`config.mk`:
```
export PLATFORM = sky130hd
export DESIGN_NAME = preemptive_priority_task_scheduler_top
export DESIGN_NICKNAME = d
export VERILOG_FILES = /design/src/rtl/ppts_pkg.sv /design/src/rtl/ppts_pick.sv /design/src/rtl/preemptive_priority_task_scheduler_top.sv
export SDC_FILE = /design/constraint.sdc
export NUM_CORES = 1
export LEC_CHECK = 0
export ABC_AREA = 1
export BUFFER_PORTS_ARGS = -buffer_cell sky130_fd_sc_hd__buf_2
export CORE_AREA = 2 2 151 124
export DETAILED_ROUTE_END_ITERATION = 8
export DIE_AREA = 0 0 153 126
export GPL_ROUTABILITY_DRIVEN = 0
export GPL_TIMING_DRIVEN = 1
export HOLD_SLACK_MARGIN = 0.03
export PLACE_DENSITY = 0.76
export SLEW_MARGIN = 20
export SYNTH_ARGS = -nofsm -noshare
export SYNTH_HDL_FRONTEND = slang
export SYNTH_SLANG_ARGS = --single-unit
export TNS_END_PERCENT = 20
```
`constraint.sdc`:
```
create_clock -name clk -period 3.1 [get_ports clk]
set_input_delay 0.465 -clock clk [delete_from_list [all_inputs] [get_ports clk]]
set_output_delay 0.465 -clock clk [all_outputs]
set_load 0.05 [all_outputs]
```
`src/rtl/ppts_pkg.sv`:
```
package ppts_pkg;

  // Table geometry
  localparam int TASK_SLOTS = 16;
  localparam int SLOT_W     = (TASK_SLOTS > 1) ? $clog2(TASK_SLOTS) : 1;
  localparam int CNT_W      = $clog2(TASK_SLOTS + 1);

  // Beat field widths
  localparam int OP_W    = 3;
  localparam int FSLOT_W = 4;
  localparam int PRIO_W  = 4;
  localparam int STAT_W  = 2;
  localparam int MAXR_W  = 5;
  localparam int IN_DATA_W  = 8;
  localparam int OUT_DATA_W = 16;

  localparam logic [MAXR_W-1:0] MAX_RUN_RESET = MAXR_W'(3);

  typedef enum logic [OP_W-1:0] {
    OP_ADMIT  = 3'd0,
    OP_STOP   = 3'd1,
    OP_KILL   = 3'd2,
    OP_RESUME = 3'd3,
    OP_DONE   = 3'd4
  } op_t;

  typedef enum logic [1:0] {
    ST_RUN   = 2'd0,
    ST_READY = 2'd1,
    ST_STOP  = 2'd2,
    ST_TERM  = 2'd3
  } slot_st_t;

  typedef enum logic [STAT_W-1:0] {
    STAT_OK      = 2'd0,
    STAT_NOT_ADM = 2'd1,
    STAT_TERM    = 2'd2,
    STAT_FULL    = 2'd3
  } status_t;

  typedef enum logic [3:0] {
    S_IDLE,
    S_DECODE,
    S_CHECK,
    S_PLACE,
    S_DISPATCH,
    S_SCAN,
    S_PREEMPT,
    S_DONE
  } fsm_t;

  // One slot table entry
  typedef struct packed {
    slot_st_t          st;
    logic [PRIO_W-1:0] prio;
  } slot_ent_t;

  // Sequencer to compare unit
  typedef struct packed {
    logic              clear;
    logic              step;
    logic              worst;   // 1: worst running, 0: best ready
    slot_ent_t         ent;
    logic [SLOT_W-1:0] idx;
  } pick_ctl_t;

  // Compare unit to sequencer
  typedef struct packed {
    logic              found;
    logic [SLOT_W-1:0] idx;
    logic [PRIO_W-1:0] prio;
  } pick_res_t;

  // Slot index to the fixed 4-bit beat field
  function automatic logic [FSLOT_W-1:0] to_field(input logic [SLOT_W-1:0] s);
    logic [SLOT_W+FSLOT_W-1:0] ext;
    ext = {{FSLOT_W{1'b0}}, s};
    return ext[FSLOT_W-1:0];
  endfunction

endpackage

```
`src/rtl/ppts_pick.sv`:
```
module ppts_pick (
  input  logic                clk,
  input  logic                rst_n,
  input  ppts_pkg::pick_ctl_t ctl,
  output ppts_pkg::pick_res_t res
);

  logic                        found_r, found_nxt;
  logic [ppts_pkg::SLOT_W-1:0] idx_r, idx_nxt;
  logic [ppts_pkg::PRIO_W-1:0] prio_r, prio_nxt;
  logic                        st_hit, better, take;

  // Shared compare: state match, then priority against the running best
  always_comb begin
    st_hit = ctl.worst ? (ctl.ent.st == ppts_pkg::ST_RUN) : (ctl.ent.st == ppts_pkg::ST_READY);
    better = ctl.worst ? (ctl.ent.prio > prio_r) : (ctl.ent.prio < prio_r);
    take   = ctl.step && st_hit && (!found_r || better);
    found_nxt = found_r;
    idx_nxt   = idx_r;
    prio_nxt  = prio_r;
    if (ctl.clear) begin
      found_nxt = 1'b0;
    end else if (take) begin
      found_nxt = 1'b1;
      idx_nxt   = ctl.idx;
      prio_nxt  = ctl.ent.prio;
    end
  end

  always_ff @(posedge clk) begin
    if (!rst_n) begin
      found_r <= 1'b0;
    end else begin
      found_r <= found_nxt;
    end
    idx_r  <= idx_nxt;
    prio_r <= prio_nxt;
  end

  assign res.found = found_r;
  assign res.idx   = idx_r;
  assign res.prio  = prio_r;

endmodule

```
`src/rtl/preemptive_priority_task_scheduler_top.sv`:
```
// Preemptive priority task scheduler.
// Input channel in_*: one command beat; in_tuser carries the op, in_tdata the
// slot and the priority. Result channel out_*: exactly one result beat per
// command. cfg_wr_en/cfg_wr_data set max_running (zero acts as one); write it
// only while no command is in flight.
// Commands are handled one at a time by a small sequencer around a slot table
// with a single read port and one shared compare unit. A command that needs
// a scan (admit or resume with all run slots taken, or stop/kill/completion
// of a running task) walks the admitted slots one per cycle. in_tready is
// high only while the sequencer idles, so a new command is not taken before
// the result of the last one goes valid. The result sits in an output
// register; while an earlier beat still waits there, the sequencer holds the
// finished result and takes no new command until that beat goes.
// Reset (rst_n low, synchronous) empties the table, zeroes the admitted and
// running counts and sets max_running to 3; the table needs no clearing pass.
module preemptive_priority_task_scheduler_top (
  input  logic                              clk,
  input  logic                              rst_n,
  input  logic                              in_tvalid,
  output logic                              in_tready,
  input  logic [ppts_pkg::IN_DATA_W-1:0]    in_tdata,   // task_slot[3:0], task_priority[7:4]
  input  logic [ppts_pkg::OP_W-1:0]         in_tuser,   // op[2:0]
  output logic                              out_tvalid,
  input  logic                              out_tready,
  // status[1:0], admitted_slot[5:2], started_valid[6], started_slot[10:7],
  // preempted_valid[11], preempted_slot[15:12]
  output logic [ppts_pkg::OUT_DATA_W-1:0]   out_tdata,
  input  logic                              cfg_wr_en,
  input  logic [ppts_pkg::MAXR_W-1:0]       cfg_wr_data
);

  localparam int SW = ppts_pkg::SLOT_W;
  localparam int CW = ppts_pkg::CNT_W;
  localparam int PW = ppts_pkg::PRIO_W;

  ppts_pkg::fsm_t state_r, state_nxt;
  ppts_pkg::op_t  op_r, op_nxt;
  logic [SW-1:0]  slot_r, slot_nxt;
  logic [ppts_pkg::FSLOT_W-1:0] in_slot_r, in_slot_nxt;
  logic [PW-1:0]  prio_r, prio_nxt;
  logic [CW-1:0]  lim_r, lim_nxt;
  logic [CW-1:0]  adm_cnt_r, adm_cnt_nxt;
  logic [CW-1:0]  run_cnt_r, run_cnt_nxt;
  logic [ppts_pkg::MAXR_W-1:0] max_run_r;
  logic           worst_r, worst_nxt;
  logic [CW-1:0]  scan_idx_r, scan_idx_nxt;
  logic           pend_r, pend_nxt;
  logic [SW-1:0]  pend_idx_r, pend_idx_nxt;

  ppts_pkg::status_t res_status_r, res_status_nxt;
  logic [SW-1:0]  res_adm_r, res_adm_nxt;
  logic           res_st_v_r, res_st_v_nxt;
  logic [SW-1:0]  res_st_r, res_st_nxt;
  logic           res_pre_v_r, res_pre_v_nxt;
  logic [SW-1:0]  res_pre_r, res_pre_nxt;

  logic           out_valid_r, out_valid_nxt;
  logic [ppts_pkg::OUT_DATA_W-1:0] out_data_r, out_data_nxt;

  // Slot table
  ppts_pkg::slot_ent_t mem_r [ppts_pkg::TASK_SLOTS];
  ppts_pkg::slot_ent_t rd_data_r;
  ppts_pkg::slot_ent_t mem_wdata;
  logic [SW-1:0]       mem_waddr, rd_addr;
  logic                mem_we;

  ppts_pkg::pick_ctl_t pick_ctl;
  ppts_pkg::pick_res_t pick_res;

  logic [ppts_pkg::MAXR_W-1:0] cap;
  logic run_full, scan_issue, accept;

  assign accept    = in_tvalid && in_tready;
  assign in_tready = (state_r == ppts_pkg::S_IDLE);
  assign out_tvalid = out_valid_r;
  assign out_tdata  = out_data_r;

  assign cap        = (max_run_r == '0) ? ppts_pkg::MAXR_W'(1) : max_run_r;
  assign run_full   = int'(run_cnt_r) >= int'(cap);
  assign scan_issue = scan_idx_r < lim_r;

  ppts_pick u_pick (
    .clk   (clk),
    .rst_n (rst_n),
    .ctl   (pick_ctl),
    .res   (pick_res)
  );

  // Sequencer: next state, table accesses and result build-up
  always_comb begin
    state_nxt      = state_r;
    op_nxt         = op_r;
    slot_nxt       = slot_r;
    in_slot_nxt    = in_slot_r;
    prio_nxt       = prio_r;
    lim_nxt        = lim_r;
    adm_cnt_nxt    = adm_cnt_r;
    run_cnt_nxt    = run_cnt_r;
    worst_nxt      = worst_r;
    scan_idx_nxt   = scan_idx_r;
    pend_nxt       = 1'b0;
    pend_idx_nxt   = pend_idx_r;
    res_status_nxt = res_status_r;
    res_adm_nxt    = res_adm_r;
    res_st_v_nxt   = res_st_v_r;
    res_st_nxt     = res_st_r;
    res_pre_v_nxt  = res_pre_v_r;
    res_pre_nxt    = res_pre_r;
    out_valid_nxt  = out_valid_r;
    out_data_nxt   = out_data_r;
    mem_we         = 1'b0;
    mem_waddr      = slot_r;
    mem_wdata      = '{st: ppts_pkg::ST_RUN, prio: prio_r};
    rd_addr        = slot_r;
    pick_ctl       = '{clear: 1'b0, step: pend_r, worst: worst_r,
                       ent: rd_data_r, idx: pend_idx_r};

    // Output register drains independently
    if (out_valid_r && out_tready) begin
      out_valid_nxt = 1'b0;
    end

    case (state_r)
      ppts_pkg::S_IDLE: begin
        if (accept) begin
          op_nxt         = ppts_pkg::op_t'(in_tuser);
          in_slot_nxt    = in_tdata[ppts_pkg::FSLOT_W-1:0];
          slot_nxt       = SW'(in_tdata[ppts_pkg::FSLOT_W-1:0]);
          prio_nxt       = in_tdata[ppts_pkg::FSLOT_W +: PW];
          res_status_nxt = ppts_pkg::STAT_OK;
          res_adm_nxt    = '0;
          res_st_v_nxt   = 1'b0;
          res_st_nxt     = '0;
          res_pre_v_nxt  = 1'b0;
          res_pre_nxt    = '0;
          state_nxt      = ppts_pkg::S_DECODE;
        end
      end

      ppts_pkg::S_DECODE: begin
        // table read of slot_r is issued here for the non-admit ops
        case (op_r)
          ppts_pkg::OP_ADMIT: begin
            if (int'(adm_cnt_r) >= ppts_pkg::TASK_SLOTS) begin
              res_status_nxt = ppts_pkg::STAT_FULL;
              state_nxt      = ppts_pkg::S_DONE;
            end else begin
              slot_nxt    = adm_cnt_r[SW-1:0];
              res_adm_nxt = adm_cnt_r[SW-1:0];
              lim_nxt     = adm_cnt_r;
              adm_cnt_nxt = adm_cnt_r + CW'(1);
              state_nxt   = ppts_pkg::S_PLACE;
            end
          end
          ppts_pkg::OP_STOP, ppts_pkg::OP_KILL, ppts_pkg::OP_RESUME,
          ppts_pkg::OP_DONE: begin
            if (int'(in_slot_r) >= int'(adm_cnt_r)) begin
              res_status_nxt = ppts_pkg::STAT_NOT_ADM;
              state_nxt      = ppts_pkg::S_DONE;
            end else begin
              state_nxt = ppts_pkg::S_CHECK;
            end
          end
          default: begin
            state_nxt = ppts_pkg::S_DONE;
          end
        endcase
      end

      ppts_pkg::S_CHECK: begin
        if (rd_data_r.st == ppts_pkg::ST_TERM) begin
          res_status_nxt = ppts_pkg::STAT_TERM;
          state_nxt      = ppts_pkg::S_DONE;
        end else if (op_r == ppts_pkg::OP_RESUME) begin
          if (rd_data_r.st == ppts_pkg::ST_RUN) begin
            state_nxt = ppts_pkg::S_DONE;
          end else begin
            prio_nxt  = rd_data_r.prio;
            lim_nxt   = adm_cnt_r;
            state_nxt = ppts_pkg::S_PLACE;
          end
        end else begin
          mem_we    = 1'b1;
          mem_wdata = '{st: (op_r == ppts_pkg::OP_STOP) ? ppts_pkg::ST_STOP : ppts_pkg::ST_TERM,
                        prio: rd_data_r.prio};
          if (rd_data_r.st == ppts_pkg::ST_RUN) begin
            if (run_cnt_r != '0) begin
              run_cnt_nxt = run_cnt_r - CW'(1);
            end
            state_nxt = ppts_pkg::S_DISPATCH;
          end else begin
            state_nxt = ppts_pkg::S_DONE;
          end
        end
      end

      ppts_pkg::S_PLACE: begin
        if (!run_full) begin
          mem_we       = 1'b1;
          run_cnt_nxt  = run_cnt_r + CW'(1);
          res_st_v_nxt = 1'b1;
          res_st_nxt   = slot_r;
          state_nxt    = ppts_pkg::S_DONE;
        end else begin
          worst_nxt      = 1'b1;
          scan_idx_nxt   = '0;
          pick_ctl.clear = 1'b1;
          state_nxt      = ppts_pkg::S_SCAN;
        end
      end

      ppts_pkg::S_DISPATCH: begin
        if (run_full) begin
          state_nxt = ppts_pkg::S_DONE;
        end else begin
          worst_nxt      = 1'b0;
          lim_nxt        = adm_cnt_r;
          scan_idx_nxt   = '0;
          pick_ctl.clear = 1'b1;
          state_nxt      = ppts_pkg::S_SCAN;
        end
      end

      ppts_pkg::S_SCAN: begin
        // read one slot a cycle, compare it the cycle after
        rd_addr = scan_idx_r[SW-1:0];
        if (scan_issue) begin
          scan_idx_nxt = scan_idx_r + CW'(1);
          pend_nxt     = 1'b1;
          pend_idx_nxt = scan_idx_r[SW-1:0];
        end else if (!pend_r) begin
          if (worst_r) begin
            if (pick_res.found && (prio_r < pick_res.prio)) begin
              mem_we        = 1'b1;
              mem_waddr     = pick_res.idx;
              mem_wdata     = '{st: ppts_pkg::ST_READY, prio: pick_res.prio};
              res_pre_v_nxt = 1'b1;
              res_pre_nxt   = pick_res.idx;
              state_nxt     = ppts_pkg::S_PREEMPT;
            end else begin
              mem_we    = 1'b1;
              mem_wdata = '{st: ppts_pkg::ST_READY, prio: prio_r};
              state_nxt = ppts_pkg::S_DONE;
            end
          end else begin
            if (pick_res.found) begin
              mem_we       = 1'b1;
              mem_waddr    = pick_res.idx;
              mem_wdata    = '{st: ppts_pkg::ST_RUN, prio: pick_res.prio};
              run_cnt_nxt  = run_cnt_r + CW'(1);
              res_st_v_nxt = 1'b1;
              res_st_nxt   = pick_res.idx;
            end
            state_nxt = ppts_pkg::S_DONE;
          end
        end
      end

      ppts_pkg::S_PREEMPT: begin
        mem_we       = 1'b1;
        res_st_v_nxt = 1'b1;
        res_st_nxt   = slot_r;
        state_nxt    = ppts_pkg::S_DONE;
      end

      ppts_pkg::S_DONE: begin
        if (!out_valid_r || out_tready) begin
          out_valid_nxt = 1'b1;
          out_data_nxt  = {ppts_pkg::to_field(res_pre_r), res_pre_v_r,
                           ppts_pkg::to_field(res_st_r), res_st_v_r,
                           ppts_pkg::to_field(res_adm_r), res_status_r};
          state_nxt     = ppts_pkg::S_IDLE;
        end
      end

      default: begin
        state_nxt = ppts_pkg::S_IDLE;
      end
    endcase
  end

  // Control state
  always_ff @(posedge clk) begin
    if (!rst_n) begin
      state_r     <= ppts_pkg::S_IDLE;
      adm_cnt_r   <= '0;
      run_cnt_r   <= '0;
      max_run_r   <= ppts_pkg::MAX_RUN_RESET;
      out_valid_r <= 1'b0;
      pend_r      <= 1'b0;
    end else begin
      state_r     <= state_nxt;
      adm_cnt_r   <= adm_cnt_nxt;
      run_cnt_r   <= run_cnt_nxt;
      out_valid_r <= out_valid_nxt;
      pend_r      <= pend_nxt;
      if (cfg_wr_en) begin
        max_run_r <= cfg_wr_data;
      end
    end
  end

  // Payload and working registers
  always_ff @(posedge clk) begin
    op_r         <= op_nxt;
    slot_r       <= slot_nxt;
    in_slot_r    <= in_slot_nxt;
    prio_r       <= prio_nxt;
    lim_r        <= lim_nxt;
    worst_r      <= worst_nxt;
    scan_idx_r   <= scan_idx_nxt;
    pend_idx_r   <= pend_idx_nxt;
    res_status_r <= res_status_nxt;
    res_adm_r    <= res_adm_nxt;
    res_st_v_r   <= res_st_v_nxt;
    res_st_r     <= res_st_nxt;
    res_pre_v_r  <= res_pre_v_nxt;
    res_pre_r    <= res_pre_nxt;
    out_data_r   <= out_data_nxt;
  end

  // Slot table: one write port, one registered read port
  always_ff @(posedge clk) begin
    if (mem_we) begin
      mem_r[mem_waddr] <= mem_wdata;
    end
    rd_data_r <= mem_r[rd_addr];
  end

  // Checks
  assert property (@(posedge clk) disable iff (!rst_n)
    run_cnt_r <= adm_cnt_r)
    else $error("running count exceeds admitted count");

  assert property (@(posedge clk) disable iff (!rst_n)
    int'(adm_cnt_r) <= ppts_pkg::TASK_SLOTS)
    else $error("admitted count beyond table size");

  assert property (@(posedge clk) disable iff (!rst_n)
    (state_r == ppts_pkg::S_IDLE) |-> !pend_r)
    else $error("scan read pending while idle");

  assert property (@(posedge clk) disable iff (!rst_n)
    (out_valid_r && out_data_r[11]) |-> (out_data_r[6] && out_data_r[1:0] == ppts_pkg::STAT_OK
                                         && out_data_r[10:7] != out_data_r[15:12]))
    else $error("preemption without a distinct started task");

endmodule

```
======== Yosys cells after proc, flatten, opt, wreduce, memory -nomap -nowiden ========
Memories as Yosys holds them, arrays and structs flattened. A register that Yosys moved wholly into a read port is not among the register bits.
Cells that the tools add are included.
cells by class
  add/sub/neg operators ................... 4
  order comparisons ....................... 7
  equality and inequality tests ........... 37
  mux-type cells .......................... 115
  bitwise gates (word level) .............. 3
  reductions and logical operators ........ 41
operator list
  kind                 number
  $mux 4               33
  $mux 5               19
  $pmux 5 s3           3
  $pmux 4 s2           5
  $ne 2x2->1 const B   18
  $pmux 4 s8           1
  $mux 1               30
  $mux 6               5
  $eq 4x3->1 const B   4
  $pmux 4 s4           1
  $add 5x1->5 const B  3
  $mux 2               7
  $reduce_and 7->1     2
  $pmux 6 s2           1
  $reduce_and 4->1     3
  $reduce_and 6->1     2
  $reduce_bool 3->1    4
  $reduce_and 10->1    1
  $reduce_and 2->1     5
  $mux 3               3
  $eq 4x2->1 const B   2
  $lt 4x4->1           2
  $pmux 1 s4           2
  $reduce_bool 2->1    4
  32 further kinds     47
word-level totals
  register bits ........................... 92
  memory bits (writable) .................. 96
  bits of input ports ..................... 21
  output and inout port bits .............. 18
  word-level logic and storage cells ...... 232
  memories kept ........................... 1
memories
  name   words  bits a word  read ports  clocked after Yosys merged registers in  write ports  line                                          source
  mem_r  16     6            1           1                                        1            preemptive_priority_task_scheduler_top.sv:61  ppts_pkg::slot_ent_t mem_r [ppts_pkg::TASK_SLOTS];

======== Longest topological paths before layout ========
Gate-level depths: netlist of run 1.
  depth after elaboration ................. 7
  mapped depth ............................ 14
  depth with buffers taken out ............ 14

======== Modules after synthesis ========
Synthesis of run 1 repeated with hierarchy kept, for this count alone.
unflattened totals
  cells, all modules ...................... 828
  area total of the unflattened synthesis .. 8803.4 µm²
modules (own cells, without submodules)
  module                                  times used  cells each  area an instance (µm²)  sequential area each (µm²)
  preemptive_priority_task_scheduler_top  1           785         8368.0                  5265.0
  ppts_pick                               1           43          435.4                   260.2

======== Worst setup path before layout of run 1 ========
No wires, ideal clock.
  path kind ............................... register -> register
  start point ............................. register state_r[0]
  end point ............................... register res_adm_r[0], enable pin
  library setup time ...................... 0.384 ns
  arrival ................................. 2.069 ns
  required time ........................... 2.716 ns
  path slack .............................. 0.647 ns
  stages on the path, launching flop included .. 6
  path buffers ............................ 0
  period minus slack after synthesis ...... 2.453 ns
  path through ............................ dfxtp_1 > nor2_1 > inv_1 > nor2_1 > inv_1 > o21ai_0
on the way
  cells in the longest elaborated chain, start to end .. 4
  elaborated cells on any way between the ends .. 8
  those cells by class .................... eq/ne: 4; reduce/logical: 4
RTL lines
  element                       line                                           source
  start: declaration            preemptive_priority_task_scheduler_top.sv:36   ppts_pkg::fsm_t state_r, state_nxt;
  start signal: assignment      preemptive_priority_task_scheduler_top.sv:285  state_r <= ppts_pkg::S_IDLE;
  start signal: assignment      preemptive_priority_task_scheduler_top.sv:292  state_r <= state_nxt;
  $logic_not 4->1 *             preemptive_priority_task_scheduler_top.sv:74   assign in_tready = (state_r == ppts_pkg::S_IDLE);
  named net in_tready           preemptive_priority_task_scheduler_top.sv:20   output logic in_tready,
  $logic_and 1x1->1             preemptive_priority_task_scheduler_top.sv:73   assign accept = in_tvalid && in_tready;
  $ne 2x1->1 (no line)          --
  $reduce_and 4->1 (no line) *  --
  end signal: assignment        preemptive_priority_task_scheduler_top.sv:314  res_adm_r <= res_adm_nxt;
  end: declaration              preemptive_priority_task_scheduler_top.sv:51   logic [SW-1:0] res_adm_r, res_adm_nxt;
Mark *: on every way through the listed nets, which the timed path passes. The rest lies on a longest branch.
A chain may end at the register's enable or synchronous reset.

======== Final worst setup path of run 1 ========
  start point ............................. register scan_idx_r[3]
  end point ............................... memory mem_r[8][3] in the netlist's numbering, enable pin
on the way
  cells in the longest elaborated chain, start to end .. 5
  elaborated cells on any way between the ends .. 7
  those cells by class .................... order compare: 1; mux: 6
RTL lines
  element                       line                                           source
  start: declaration            preemptive_priority_task_scheduler_top.sv:46   logic [CW-1:0] scan_idx_r, scan_idx_nxt;
  start signal: assignment      preemptive_priority_task_scheduler_top.sv:311  scan_idx_r <= scan_idx_nxt;
  $lt 5x5->1 *                  preemptive_priority_task_scheduler_top.sv:80   assign scan_issue = scan_idx_r < lim_r;
  $mux 1                        preemptive_priority_task_scheduler_top.sv:227  if (scan_issue) begin
  $pmux 1 s4                    preemptive_priority_task_scheduler_top.sv:123  case (state_r)
  $mux 1                        preemptive_priority_task_scheduler_top.sv:324  if (mem_we) begin
  $mux 1 (not written as such)  preemptive_priority_task_scheduler_top.sv:325  mem_r[mem_waddr] <= mem_wdata;
  end: declaration              preemptive_priority_task_scheduler_top.sv:61
Mark *: on every way between the ends. The rest lies on a longest branch, timed or not.

==> results of run 1 <==
==> placed cells by master (no fill, tap or decap), drive strengths merged, types with 2 or more instances in the layout <==
cell type,netlist,layout
a21oi,80,80
buf,15,60
bufinv,0,2
clkbuf,11,23
clkinv,1,4
clkinvlp,0,2
dfxtp,27,27
edfxtp,166,166
ha,25,25
inv,105,107
nand2,123,123
nand3,32,32
nand4,8,8
nor2,72,72
nor3,6,6
o211ai,39,39
o21ai,82,82
o22ai,9,9
xnor2,3,3
xor2,4,4
==> Yosys cell counts, types with 2 or more instances <==
cell,n,area [um2]
xor2_1,4,35.03
o21ai_0,39,195.2
nand3_1,31,155.2
o21ai_2,2,17.52
nor2_2,4,25.02
inv_1,95,356.6
dfxtp_1,27,540.5
a21oi_1,80,400.4
nand2_2,5,31.28
buf_4,2,15.01
nand4_1,8,50.05
xnor2_1,3,26.28
clkbuf_1,11,41.29
o22ai_1,9,56.30
inv_2,9,33.78
o211ai_1,39,292.8
nor2_1,68,255.2
o21ai_1,40,200.2
edfxtp_1,166,4985
ha_1,25,312.8
buf_2,12,60.06
nand2_1,117,439.2
nor3_1,6,30.03
==> layer usage <==
layer / global-route usage (%) / vias to the layer above
li1: - / 2984
met1: 31.00 / 2950
met2: 30.97 / 285
met3: 5.162 / 25
met4: 6.155 / 0
met5: 0 / -
==> what timing repair did <==
item	CTS	global route
buffers inserted	0	0
resized for setup	0	2
endpoints found under the setup margin	0	17
hold buffers	0	0
hold endpoints to repair	0	0
==> path summary, 6_finish.rpt <==
check / startpoint / endpoint / cells past startpoint
setup / recovery: scan_idx_r[3] / mem_r[8][3] / 11
hold / removal: in_tuser[1] / op_r[1] / 1
setup reg to reg: scan_idx_r[3] / mem_r[8][3] / 11
hold reg to reg: res_pre_r[1] / out_tdata[13] / 0
==> stage by stage <==
step                power [mW]  instances
finish                   9.379       1115
global route             9.917       1115
floorplan                6.082        819
CTS                      9.336       1115
global placement         7.076       1083
detailed placement       7.159       1083
==> power groups by stage <==
| stage | combinational [mW] | clock [mW] | sequential, mW |
|---|---|---|---|
| after global placement | 3.13 | 0 | 3.94 |
| after floorplan | 2.21 | 0 | 3.87 |
| after detailed placement | 3.20 | 0 | 3.96 |
| after CTS | 3.25 | 2.18 | 3.91 |
| after global routing | 3.67 | 2.28 | 3.96 |
| final | 3.30 | 2.16 | 3.92 |
==> kinds of logic after synthesis <==
logic type	synth area share, %
buffers and inverters	5.980
and+or+nand+nor	11.82
adders and majority gates	3.824
AOI/OAI and AO/OA	14.19
DFF	63.48
xor gates and xnor gates	0.7044
==> area by class of cell <==
type / count / area share, %
Sequential cell: 193 / 56.29
Multi-Input combinational cell: 494 / 27.13
Inverter: 106 / 4.079
Clock inverter: 9 / 1.083
Tap cell: 230 / 2.932
Clock buffer: 23 / 4.869
Timing Repair Buffer: 60 / 3.620
==> flip-flops by register name, indices dropped and copies added, names as in the netlist, 3 cells and up <==
signal and count:
prio_r 4, pend_idx_r 4, u_pick.prio_r 4, scan_idx_r 5
mem_r 96, out_tdata 16, u_pick.idx_r 4, pick_ctl 6
slot_r 4, lim_r 5, max_run_r 5, res_adm_r 4
in_slot_r 4, adm_cnt_r 5, state_r 3, run_cnt_r 5
res_st_r 4, op_r 3, res_pre_r 4
==> out/results.ini, run 1 <==
[grt]
grt_util_all_layers_pct=20.98
antenna_found_initial=0
overflow=0
grt_pass1_vias=5993
grt_max_degree=73
grt_pass1_wl_um=31560

[critical_path]
worst_path_max_delay_cell=nor2_1
cp-start-kind=flop
critPathMaxStageDelay_ps=530
critPathRequiredTime_ps=3170
arrival_ps=3000
cpLargestDelayFamily=simple AND/OR/NAND/NOR gates
r2r_setup_slack_ps=160
crit_chain=ha_1 > nand2_1 > inv_1 > nand4_1 > nand3_1 > nand3_2 > inv_2 > o21ai_1 > nand2_1 > nand3_1 > nor2_1
crit_fanout=6
end_kind=flop
cp_num_buf_inv=2
crit_type=flop to flop

[floorplanning]
die_x_um=153
rows=44
die_area_um2=19280
io_pins=39
coreArea_um2=17780
start_util_pct=48.94
dieHeight_um=126

[timing]
hold_viol=0
fin_crit_sh_pct=94.72
drv_slew=0
max_slew_margin_pct=53.14
finClkSkew_ps=7.250
layout_min_cycle_time_ps=2936
setup_viol=0
setup_ws_ps=163.6
worstMarginPinSlew_ps=702.8
rsz0062_at_grt=yes
max_freq_ghz=0.3405
tns_ps=0
hold_slack_ps=213.1

[power_and_ir_drop]
switching_power_mw=3.491
pwr-share-comb_pct=35.2
peakVddDrop_mv=0.4623
p_sw_share_pct=37.22
p_int_mw=5.888
pwr-share-clk_pct=23.1
p_leak_nw=3.860
p_per_area_nw_per_um2=955.5
sequentialPowerShare_pct=41.8

[synthesis]
synth_cell_types=40
ys_ff_latch=193
synthArstFlopShare_pct=0
syn-num-nets=866
ys.warnings.count=0
seq_area_frac_synth_pct=63.48
synth_edf_count=166
synth_area_per_cell_um2=10.63
synthCells=819
ys.flop_type=edfxtp_1
netlist_area_um2=8703

[clock_tree]
cts_sinks=193
tritoncts=yes
cts_inserted_buffers=17
clock_latency_ps=430
clockRootBuffer=clkbuf_16
cts_buffer_depth=2
htreeDepth=4
clk_pin_slew_ps=70

[detailed_routing]
viasPerCell=5.600
top_layer=met4
drt-wirelength-per-cell_um=17.40
wl_um=19410
wl_met3_um=1892
vias=6244
dr.pass1.iters=5
dr_wl_met2_um=8495
ant_nets=0
drt_iter0_markers=741
route.detailed.drc=0
met1_length_um=8725

[cells_and_area]
drive_gt1_share_pct=12.99
syn_to_final_growth_pct=12.78
diodes=0
fin_util_pct=55.20
fin_nets=919
multiInputGateArea_um2=2663
nFillCells=1454
layout.area.seq_um2=5525
design_area_um2=9816

[placement]
io_buffer_count=38
pre_cts_ws_ps=270.8
place_area_um2=9226
hpwl_um=13620

[flow_run]
max-cap-violations=0

[worst_hold_path]
hp-class=primary input to flop

[run_status]
outcome=finished, final reports clean

No activity file was read; power rests on OpenSTA's default activity.
==> run 2, diff against run 1 <==
--- a/config.mk
+++ b/config.mk
@@ -6,14 +6,16 @@
 export NUM_CORES = 1
 export LEC_CHECK = 0
 export ABC_AREA = 1
+export ABC_CLOCK_PERIOD_IN_PS = 3100
 export BUFFER_PORTS_ARGS = -buffer_cell sky130_fd_sc_hd__buf_2
-export CORE_AREA = 2 2 151 124
+export CORE_AREA = 2 2 185 151
+export CTS_CLUSTER_SIZE = 20
 export DETAILED_ROUTE_END_ITERATION = 8
-export DIE_AREA = 0 0 153 126
+export DIE_AREA = 0 0 187 153
 export GPL_ROUTABILITY_DRIVEN = 0
 export GPL_TIMING_DRIVEN = 1
 export HOLD_SLACK_MARGIN = 0.03
-export PLACE_DENSITY = 0.76
+export PLACE_DENSITY = 0.58
 export SLEW_MARGIN = 20
 export SYNTH_ARGS = -nofsm -noshare
 export SYNTH_HDL_FRONTEND = slang
==> out/results.ini, run 2 (synthesis gave the netlist of run 1 again) <==
[cells_and_area]
drive_gt1_share_pct=14.05  ; +1.1 points
diodes=0  ; unchanged
syn_to_final_growth_pct=15.93
final_common_cell=edfxtp_1
largest_reg_flops=96  ; unchanged
fin_nets=931  ; +1.3%
max_flop_register=mem_r
multiInputGateArea_um2=2658  ; -0.19%
layout.area.seq_um2=5525  ; unchanged
final_cell_mix=166 x edfxtp_1, 117 x nand2_1, 95 x inv_1, 80 x a21oi_1, 68 x nor2_1
nFillCells=2666  ; +83%

[floorplanning]
coreArea_um2=26820  ; +51%
dieHeight_um=153  ; +21%
die_area_um2=28610  ; +48%
die_x_um=187  ; +22%
io_pins=39  ; unchanged
start_util_pct=32.45  ; -16 points
rows=54  ; +23%

[power_and_ir_drop]
peakVddDrop_mv=0.4234  ; -8.4%
pwr-share-comb_pct=35.1  ; about the same
p_int_mw=5.938  ; +0.85%
switching_power_mw=3.584  ; +2.6%
p_sw_share_pct=37.64  ; +0.41 points
p_per_area_nw_per_um2=943.7  ; -1.2%
sequentialPowerShare_pct=41.0  ; -0.8 points
pwr-share-clk_pct=24.0  ; +0.9 points
p_leak_nw=3.938  ; +2.0%

[critical_path]
cp-start-kind=flop
cp_num_buf_inv=1  ; -1
cpLargestDelayFamily=simple AND/OR/NAND/NOR gates
crit_fanout=6  ; unchanged
crit_type=flop to flop
critPathMostFrequentCell=nand2_1
critPathRequiredTime_ps=3180  ; about the same
crit_chain=ha_1 > nand2_1 > inv_1 > o21ai_0 > nand3_1 > nand3_2 > a21oi_1 > o21ai_1 > nand2_1 > nor2_1
arrival_ps=2850  ; -150 ps
critPathMaxStageDelay_ps=510  ; -20 ps
worst_path_max_delay_cell=nor2_1
end_kind=flop

[grt]
grt_pass1_vias=5767  ; -3.8%
overflow=0  ; unchanged
grt_max_degree=40  ; -45%
antenna_found_initial=0  ; unchanged
grt_util_all_layers_pct=14.60  ; -6.4 points
grt_pass1_wl_um=32230  ; +2.1%

[detailed_routing]
dr.pass1.iters=5  ; unchanged
vias=6126  ; -1.9%
drt-wirelength-per-cell_um=16.02  ; -7.9%
route.detailed.drc=0  ; unchanged
viasPerCell=4.858  ; -13%
ant_nets=0  ; unchanged
wl_um=20210  ; +4.1%
drt_iter0_markers=572  ; -23%

[flow_run]
max-cap-violations=0  ; unchanged

[timing]
drv_slew=0  ; unchanged
setup_viol=0  ; unchanged
finClkSkew_ps=11.01  ; +3.761 ps
rsz0062_at_grt=no
hold_slack_ps=197.8  ; -15.33 ps
fin_crit_sh_pct=89.49  ; -5.2 points
max_freq_ghz=0.3604  ; +5.8%
max_slew_margin_pct=47.07  ; -6.1 points
tns_ps=0  ; unchanged
worstMarginPinSlew_ps=788.7  ; +85.85 ps
hold_viol=0  ; unchanged
layout_min_cycle_time_ps=2774  ; -162.1 ps

[clock_tree]
cts_buffer_depth=2  ; unchanged
tritoncts=yes
cts_inserted_buffers=17  ; unchanged
clock_latency_ps=440  ; about the same
clk_pin_slew_ps=70  ; about the same
hold_buffers=0  ; unchanged
htreeDepth=4  ; unchanged
cts_setup_buffers=0  ; unchanged
cts_sinks=193  ; unchanged
cts.repair.resized=0  ; unchanged
clockRootBuffer=clkbuf_16

[worst_hold_path]
hp-class=primary input to flop

[placement]
io_buffer_count=38  ; unchanged
hpwl_um=14460  ; +6.1%

[run_status]
outcome=finished, final reports clean

run 2: cell count changes in the layout (fill, tap and decap cells not counted), sizes merged:
cell / change
buf: +12
clkinvlp: -1
clkbuf: -5
inv: +4
bufinv: +1
clkinv: +1
run 2: cell type report:
cell class | count | area share (%)
Inverter | 106 | 3.968
Sequential cell | 193 | 54.76
Clock inverter | 14 | 1.749
Timing Repair Buffer | 72 | 4.415
Multi-Input combinational cell | 494 | 26.34
Tap cell | 364 | 4.514
Clock buffer | 18 | 4.253
run 2: per-layer routing:
metal / up-vias / track usage, % / routed length, um
met3: 23 / 2.572 / 1208
met1: 2912 / 22.41 / 10260
met5: - / 0 / 0
met2: 171 / 20.64 / 8425
met4: 0 / 4.762 / 310
li1: 3020 / - / -
run 2: per-stage QoR:
stage          setup WS (ps)  power [mW]  utilization (%)  area [um2]  cells
2_1_floorplan          647.2       6.082                -        8703    819
3_3_place_gp           412.4       7.244            35.36        9484   1229
3_5_place_dp           344.1       7.271            35.36        9484   1229
4_1_cts                335.1       9.551            37.62       10090   1261
5_1_grt                61.72       10.13            37.62       10090   1261
6_report               325.7       9.521            37.62       10090   1261
run 2: final timing paths:
| path | startpoint | end | slack [ps] | cells after the start |
|---|---|---|---|---|
| setup / recovery | scan_idx_r[2] | mem_r[9][3] | 330 | 10 |
| hold / removal | in_tuser[2] | op_r[2] | 200 | 1 |
| setup reg to reg | scan_idx_r[2] | mem_r[9][3] | 330 | 10 |
| hold reg to reg | res_st_r[0] | out_tdata[7] | 410 | 0 |
run 2: power groups by stage:
stage / Clock [mW] / Sequential, mW / Combinational, mW
2_1_floorplan: 0 / 3.87 / 2.21
3_3_place_gp: 0 / 3.95 / 3.29
3_5_place_dp: 0 / 3.96 / 3.31
4_1_cts: 2.32 / 3.90 / 3.33
5_1_grt: 2.43 / 3.95 / 3.75
6_report: 2.28 / 3.90 / 3.34
